<file path="src/hw/rtl/dhpg_pkg.sv">
// ----------------------------------------------------------------------------
// dhpg_pkg
// Shared types, constants and hash step functions for the double-hash probe
// generator.
// ----------------------------------------------------------------------------
package dhpg_pkg;

  // Table size; must be a power of two so the probe step stays odd.
  localparam int unsigned SLOT_COUNT = 512;
  localparam int unsigned SLOT_W     = 9;
  localparam logic [31:0] SLOT_MASK  = 32'(SLOT_COUNT - 1);

  localparam logic [31:0] ROT_TOP_MASK  = 32'hf8000000;
  localparam logic [31:0] ROT_LOW_MASK  = 32'h07ffffff;
  localparam logic [31:0] FOLD_LOW_MASK = 32'h0fffffff;
  localparam logic [31:0] FOLD_TOP_MASK = 32'hf0000000;
  localparam int unsigned ROT_TOP_SHIFT  = 27;
  localparam int unsigned FOLD_TOP_SHIFT = 24;

  typedef struct packed {
    logic [31:0] rot_acc;
    logic [31:0] fold_acc;
    logic        expect_first;
  } hash_state_t;

  typedef struct packed {
    logic [SLOT_W-1:0] home_slot;
    logic [SLOT_W-1:0] probe_step;
    logic [31:0]       primary_hash;
    logic [31:0]       secondary_hash;
  } hash_result_t;

  function automatic logic [31:0] rot_advance(input logic [31:0] h, input logic [7:0] c);
    logic [31:0] top;
    logic [31:0] r;
    top = h & ROT_TOP_MASK;
    r   = (h & ROT_LOW_MASK) << 5;
    r   = r ^ (top >> ROT_TOP_SHIFT);
    r   = r ^ {24'd0, c};
    return r;
  endfunction

  function automatic logic [31:0] fold_advance(input logic [31:0] h, input logic [7:0] c);
    logic [31:0] r;
    logic [31:0] top;
    r   = (h & FOLD_LOW_MASK) << 4;
    r   = r + {24'd0, c};
    top = r & FOLD_TOP_MASK;
    if (top != 32'd0) begin
      r = r ^ (top >> FOLD_TOP_SHIFT);
      r = r ^ top;
    end
    return r;
  endfunction

endpackage

</file>
<file path="src/hw/rtl/dhpg_hash_step.sv">
// ----------------------------------------------------------------------------
// dhpg_hash_step
// Combinational update of both running hashes for one byte, plus the
// terminator step and slot/probe derivation for a final byte.
// ----------------------------------------------------------------------------
module dhpg_hash_step (
  input  dhpg_pkg::hash_state_t  state,
  input  logic [7:0]             name_byte,
  input  logic                   last_byte,
  output dhpg_pkg::hash_state_t  state_next,
  output dhpg_pkg::hash_result_t result
);
  import dhpg_pkg::*;

  logic [31:0] rot_h;
  logic [31:0] fold_h;
  logic [31:0] p;
  logic [31:0] s;

  always_comb begin
    // first byte of a name seeds both hashes directly
    if (state.expect_first) begin
      rot_h  = {24'd0, name_byte};
      fold_h = {24'd0, name_byte};
    end else begin
      rot_h  = rot_advance(state.rot_acc, name_byte);
      fold_h = fold_advance(state.fold_acc, name_byte);
    end

    // implicit zero terminator
    p = rot_advance(rot_h, 8'd0);
    s = fold_advance(fold_h, 8'd0) | 32'd1;

    result.home_slot      = SLOT_W'(p & SLOT_MASK);
    result.probe_step     = SLOT_W'(s & SLOT_MASK);
    result.primary_hash   = p;
    result.secondary_hash = s;

    if (last_byte) begin
      state_next.rot_acc      = 32'd0;
      state_next.fold_acc     = 32'd0;
      state_next.expect_first = 1'b1;
    end else begin
      state_next.rot_acc      = rot_h;
      state_next.fold_acc     = fold_h;
      state_next.expect_first = 1'b0;
    end
  end

endmodule

</file>
<file path="src/hw/rtl/double_hash_probe_generator_unit.sv">
// ----------------------------------------------------------------------------
// double_hash_probe_generator_unit
// Streams name bytes through two 32-bit string hashes and emits the home
// slot and odd probe step for double hashing.
// ----------------------------------------------------------------------------
// Usage:
//   Input channel (in_valid/in_stall): one name byte per item, last_byte
//   set on the final character. An empty name is one zero byte with
//   last_byte set.
//   Output channel (out_valid/out_stall): one item per name, carrying the
//   home slot, probe step and both full hashes.
// Timing:
//   One byte per cycle while no final byte is held by out_stall. A byte
//   is first registered in the input register and then hashed into the
//   accumulators; for a final byte the result enters the output register
//   at that same edge and out_valid rises with it.
// Reset:
//   rst clears both accumulators and the valid flags; the next byte starts
//   a new name.
// Stall:
//   While a result waits under out_stall, non-final bytes still flow into
//   the accumulators; a final byte holds in the input register, and
//   in_stall rises only when that register cannot drain.
// ----------------------------------------------------------------------------
module double_hash_probe_generator_unit (
  input  logic                       clk,
  input  logic                       rst,
  input  logic                       in_valid,
  output logic                       in_stall,
  input  logic [7:0]                 name_byte,
  input  logic                       last_byte,
  output logic                       out_valid,
  input  logic                       out_stall,
  output logic [dhpg_pkg::SLOT_W-1:0] home_slot,
  output logic [dhpg_pkg::SLOT_W-1:0] probe_step,
  output logic [31:0]                primary_hash,
  output logic [31:0]                secondary_hash
);
  import dhpg_pkg::*;

  logic         s1_valid;
  logic [7:0]   s1_byte;
  logic         s1_last;
  hash_state_t  state;
  hash_state_t  state_next;
  hash_result_t result;

  logic out_free;
  logic s1_fire;
  logic in_fire;
  logic out_load;

  assign out_free = !out_valid || !out_stall;
  assign s1_fire  = s1_valid && (!s1_last || out_free);
  assign in_stall = s1_valid && !s1_fire;
  assign in_fire  = in_valid && !in_stall;
  assign out_load = s1_fire && s1_last;

  dhpg_hash_step u_step (
    .state      (state),
    .name_byte  (s1_byte),
    .last_byte  (s1_last),
    .state_next (state_next),
    .result     (result)
  );

  always_ff @(posedge clk) begin
    if (rst) begin
      s1_valid <= 1'b0;
    end else if (in_fire) begin
      s1_valid <= 1'b1;
    end else if (s1_fire) begin
      s1_valid <= 1'b0;
    end
  end

  always_ff @(posedge clk) begin
    if (in_fire) begin
      s1_byte <= name_byte;
      s1_last <= last_byte;
    end
  end

  always_ff @(posedge clk) begin
    if (rst) begin
      state.rot_acc      <= 32'd0;
      state.fold_acc     <= 32'd0;
      state.expect_first <= 1'b1;
    end else if (s1_fire) begin
      state <= state_next;
    end
  end

  always_ff @(posedge clk) begin
    if (rst) begin
      out_valid <= 1'b0;
    end else if (out_load) begin
      out_valid <= 1'b1;
    end else if (!out_stall) begin
      out_valid <= 1'b0;
    end
  end

  always_ff @(posedge clk) begin
    if (out_load) begin
      home_slot      <= result.home_slot;
      probe_step     <= result.probe_step;
      primary_hash   <= result.primary_hash;
      secondary_hash <= result.secondary_hash;
    end
  end

`ifndef SYNTH
  a_out_odd: assert property (@(posedge clk) disable iff (rst)
    out_valid |-> (secondary_hash[0] && probe_step[0]))
    else $error("result hash or probe step is even");

  a_restart_after_result: assert property (@(posedge clk) disable iff (rst)
    out_load |=> (state.expect_first && state.rot_acc == 32'd0 && state.fold_acc == 32'd0))
    else $error("accumulators not cleared after a result");

  a_stall_only_final: assert property (@(posedge clk) disable iff (rst)
    in_stall |-> (s1_valid && s1_last && out_valid && out_stall))
    else $error("input stalled without a blocked final byte");

  a_result_held: assert property (@(posedge clk) disable iff (rst)
    (out_valid && out_stall) |=> (out_valid && $stable(primary_hash)))
    else $error("stalled result lost or changed");
`endif

endmodule
</file>
<file path="config.mk">
export PLATFORM = sky130hd
export DESIGN_NAME = double_hash_probe_generator_unit
export DESIGN_NICKNAME = d
export VERILOG_FILES = /design/src/hw/rtl/dhpg_pkg.sv /design/src/hw/rtl/dhpg_hash_step.sv /design/src/hw/rtl/double_hash_probe_generator_unit.sv
export SDC_FILE = /design/constraint.sdc
export NUM_CORES = 1
export LEC_CHECK = 0
export ABC_AREA = 1
export BUFFER_PORTS_ARGS = -buffer_cell sky130_fd_sc_hd__buf_2
export CAP_MARGIN = 25
export CORE_ASPECT_RATIO = 1.4
export CORE_MARGIN = 8
export CORE_UTILIZATION = 50
export DETAILED_ROUTE_END_ITERATION = 7
export GPL_ROUTABILITY_DRIVEN = 0
export PLACE_DENSITY = 0.75
export SYNTH_ARGS = -nofsm -noshare
export SYNTH_HDL_FRONTEND = slang
export SYNTH_SLANG_ARGS = --single-unit
</file>
<file path="constraint.sdc">
create_clock -name clk -period 2.7 [get_ports clk]
set_input_delay 0.27 -clock clk [delete_from_list [all_inputs] [get_ports clk]]
set_output_delay 0.27 -clock clk [all_outputs]
set_load 0.1 [all_outputs]
</file>
==> summary.txt <==
Route
  – # DRC: 0
  – Vias per inst: 5.29
  – Via Count: 4,806
  – Drt pass-1 iters: 5
  – DRT antenna net count: 0
  – Post-Route WL: 14,700 um
  – DRT iter0 DRCs: 288
  – WL per Instance: 16.1 um

Worst setup path
  – Reg2Reg Setup Slack: 0.25 ns
  – Critical-path maximum fanout: 7
  – Critical path class: reg -> reg
  – Worst Setup End Kind: flip-flop
  – Critical Path RT: 2.87 ns
  – CP arrival: 2.61 ns
  – CP Launch Point: s1_byte[4]
  – CP Capture Point: secondary_hash[8]
  – Most used cell, CP: nand2_1
  – Reg-to-reg endpoint: secondary_hash[8]
  – RR Startpoint: s1_byte[4]
  – Largest stage delay, worst path: 0.43 ns
  – Crit path max-delay cell type: edfxtp_1
  – Worst path cell trace: ha_1 > fa_1 > nand2_1 > nand2_1 > o21ai_1 > nor2_1 > nand2_1 > nand2_1 > nand3b_1 > nand3_1 > and2_1
  – Startpoint class of the critical path: flip-flop
  – Worst r2r path cells: 11

Layout
  – Final instance area: 6930 um2
  – # diodes: 0
  – Cell Count, Final, Fillers Out: 908
  – Fraction of layout cells with a size suffix above 1: 0.201
  – Area growth from synthesis to layout: 18.1%
  – NumNets Final: 766

Power and ir drop
  – Leak pwr: 0.00254 uW
  – Power Internal: 3540 uW
  – Flop pwr share: 0.452
  – Sw Ratio: 0.266
  – Worst vdd ir: 0.509 mV
  – P per Cell Area: 695 nW/um2
  – Comb pwr share: 0.099
  – Clock power frac: 0.449
  – P_sw: 1280 uW

Placed design
  – Placed inst area: 6360 um2
  – HPWL Detailed: 10000 um
  – Worst slack, placed: 0.322 ns
  – Dpl cells: 876
  – IO buf count: 88

STA
  – PnR worst setup slack: 0.253 ns
  – Setup violators final: 0
  – Final Hold Fails: 0
  – Max-slew headroom: 0.561
  – Worst Skew: 0.00489 ns
  – Max-slew violations: 0
  – RSZ-0062 raised after global routing: no
  – Final worst path period share: 0.906
  – Worst slew pin tran: 0.659 ns
  – Min cycle time layout: 2.45 ns
  – Post-route setup TNS: 0 ns
  – Peak Freq: 0.409 GHz

Outcome
  – Outcome: complete, no violations

Yosys
  – Synth Instances: 669
  – Top post-synthesis cells by area: edfxtp_1 35%, dfxtp_1 21%, nand2_1 12%, a21oi_1 6.2%, inv_1 3.8%
  – Library cells used by synthesis: 37
  – Synthesized area: 5870 um2
  – Cell type with the highest aggregate area in the netlist: edfxtp_1
  – Register area share after synthesis: 0.568
  – Synthesized area per cell: 8.77 um2
  – Yosys reg bits: 132
  – Total of warnings raised by yosys: 0
  – Synth top area share: 0.353

Clocking
  – CTS tree: done
  – Post-CTS sizing: 0
  – Clk_lat worst skew: 0.41 ns
  – Hold_buf cts: 0
  – H-tree Lvls: 4
  – Root Buffer: clkbuf_16
  – Deepest clock path buffer count: 2
  – Clock Sinks: 132
  – Clk slew on worst S/H paths: 0.06 ns
  – Clock buffer count from CTS: 17
  – Setup Buffers After CTS: 0

Global route
  – Total track usage: 0.197
  – Vias in the first global route: 4,748
  – GR Overflow Total: 0
  – First-pass GRT wire length: 23,500 um
  – Antenna violations before repair: 0
  – Largest net degree at the start of global routing: 61

Floorplan
  – Die width: 108 um
  – IO Count: 97
  – Row count: 47
  – Core Area: 11,600 um2
  – Die Y: 144 um
  – DIE AREA: 15,500 um2
  – Initial Utilization: 0.504

Hold path
  – Worst hold path class: in -> reg

Job
  – Max-cap violations: 0
==> metal layers <==
metal / vias up / GRT usage / part of all wire
li1: 2309 / - / -
met5: - / 0 / 0
met2: 206 / 0.341 / 0.51
met4: 0 / 0.108 / 0.040
met1: 2247 / 0.204 / 0.38
met3: 44 / 0.0638 / 0.068
==> layout by cell type (no fill, tap or decap), types with 3 or more instances in the layout <==
| master | synthesis | final |
|---|---|---|
| inv_1 | 60 | 59 |
| clkinvlp_4 | 0 | 6 |
| nand4_1 | 11 | 11 |
| conb_1 | 2 | 12 |
| dfxtp_1 | 63 | 62 |
| a21oi_1 | 73 | 73 |
| nor2_1 | 57 | 56 |
| o21ai_4 | 2 | 3 |
| o21ai_1 | 4 | 3 |
| xor2_1 | 10 | 10 |
| xnor2_1 | 4 | 4 |
| nand2_2 | 5 | 5 |
| ha_1 | 4 | 4 |
| o21ai_0 | 11 | 11 |
| and2_1 | 3 | 3 |
| edfxtp_1 | 69 | 69 |
| or2_1 | 3 | 3 |
| nand3_1 | 30 | 30 |
| buf_4 | 22 | 10 |
| nand2_1 | 183 | 183 |
| nor2_2 | 8 | 8 |
| clkbuf_16 | 0 | 17 |
| nand3b_1 | 3 | 3 |
| buf_2 | 1 | 88 |
==> registers in the layout, summed over array words and instances (netlist names) <==
name            count
home_slot           8
out_valid           1
primary_hash       24
s1_byte             8
s1_last             1
s1_valid            1
secondary_hash     28
state              61
==> metrics by stage <==
stage                     power (uW)  hold slack [ns]  utilization
after CTS                       4840           0.0209        0.595
after global routing            4960           0.0108        0.595
after detailed placement        2690            0.449        0.547
after floorplan                 2610            0.369            -
final                           4810           0.0304        0.595
after global placement          2680            0.450        0.547
==> synthesized netlist by cell type, drive strengths merged <==
library cell	instances
ha	4
xnor2	4
dfxtp	63
a31oi	2
nand3	30
nand2	188
nand4	11
nand3b	3
nor2	66
o21ai	17
a21oi	73
or2	4
nor3b	1
and3	2
edfxtp	69
o211ai	1
and2	3
nor3	3
buf	26
conb	2
xor2	10
clkbuf	22
clkinv	1
a2bb2oi	1
a21o	1
inv	61
fa	1
==> how the worst min path moves through the flow <==
stage	start	end	cells past startpoint
after detailed placement	name_byte[3]	s1_byte[3]	1
final	name_byte[3]	s1_byte[3]	1
after CTS	name_byte[3]	s1_byte[3]	1
after global routing	last_byte	s1_last	1
after global placement	name_byte[1]	s1_byte[1]	1
after floorplan	name_byte[0]	s1_byte[0]	0
==> power groups by stage <==
stage	registers (uW)	clock network, uW	logic [uW]
floorplan	2380	0	234
global placement	2220	0	467
detailed placement	2220	0	473
CTS	2180	2190	474
global route	2180	2290	498
finish	2180	2160	474
==> cell families after synthesis <==
kind of cell / count (synthesis) / synth area share
AOI/OAI and AO/OA: 95 / 0.0868
xor gates and xnor gates: 14 / 0.0209
adders and majority gates: 5 / 0.0119
buffers and inverters: 110 / 0.0846
DFF: 132 / 0.568
other: 2 / 0.00128
and+or+nand+nor: 311 / 0.226
==> worst max-delay path: cells and delay by family (launching register included) <==
kind / cells / cell delay, ns
simple gates: 8 / 0.82
fa+ha+maj: 2 / 0.69
flops: 1 / 0.43
compound gates: 1 / 0.27
==> final cells by class <==
class	count	area, um2
fill	1049	4710
sequential	132	3330
multi-input combinational	437	2090
timing repair buffer	98	515
clock buffer	21	460
inverter	62	236
tap	147	184
clock inverter	11	104
(Power assumes the default switching activity.)
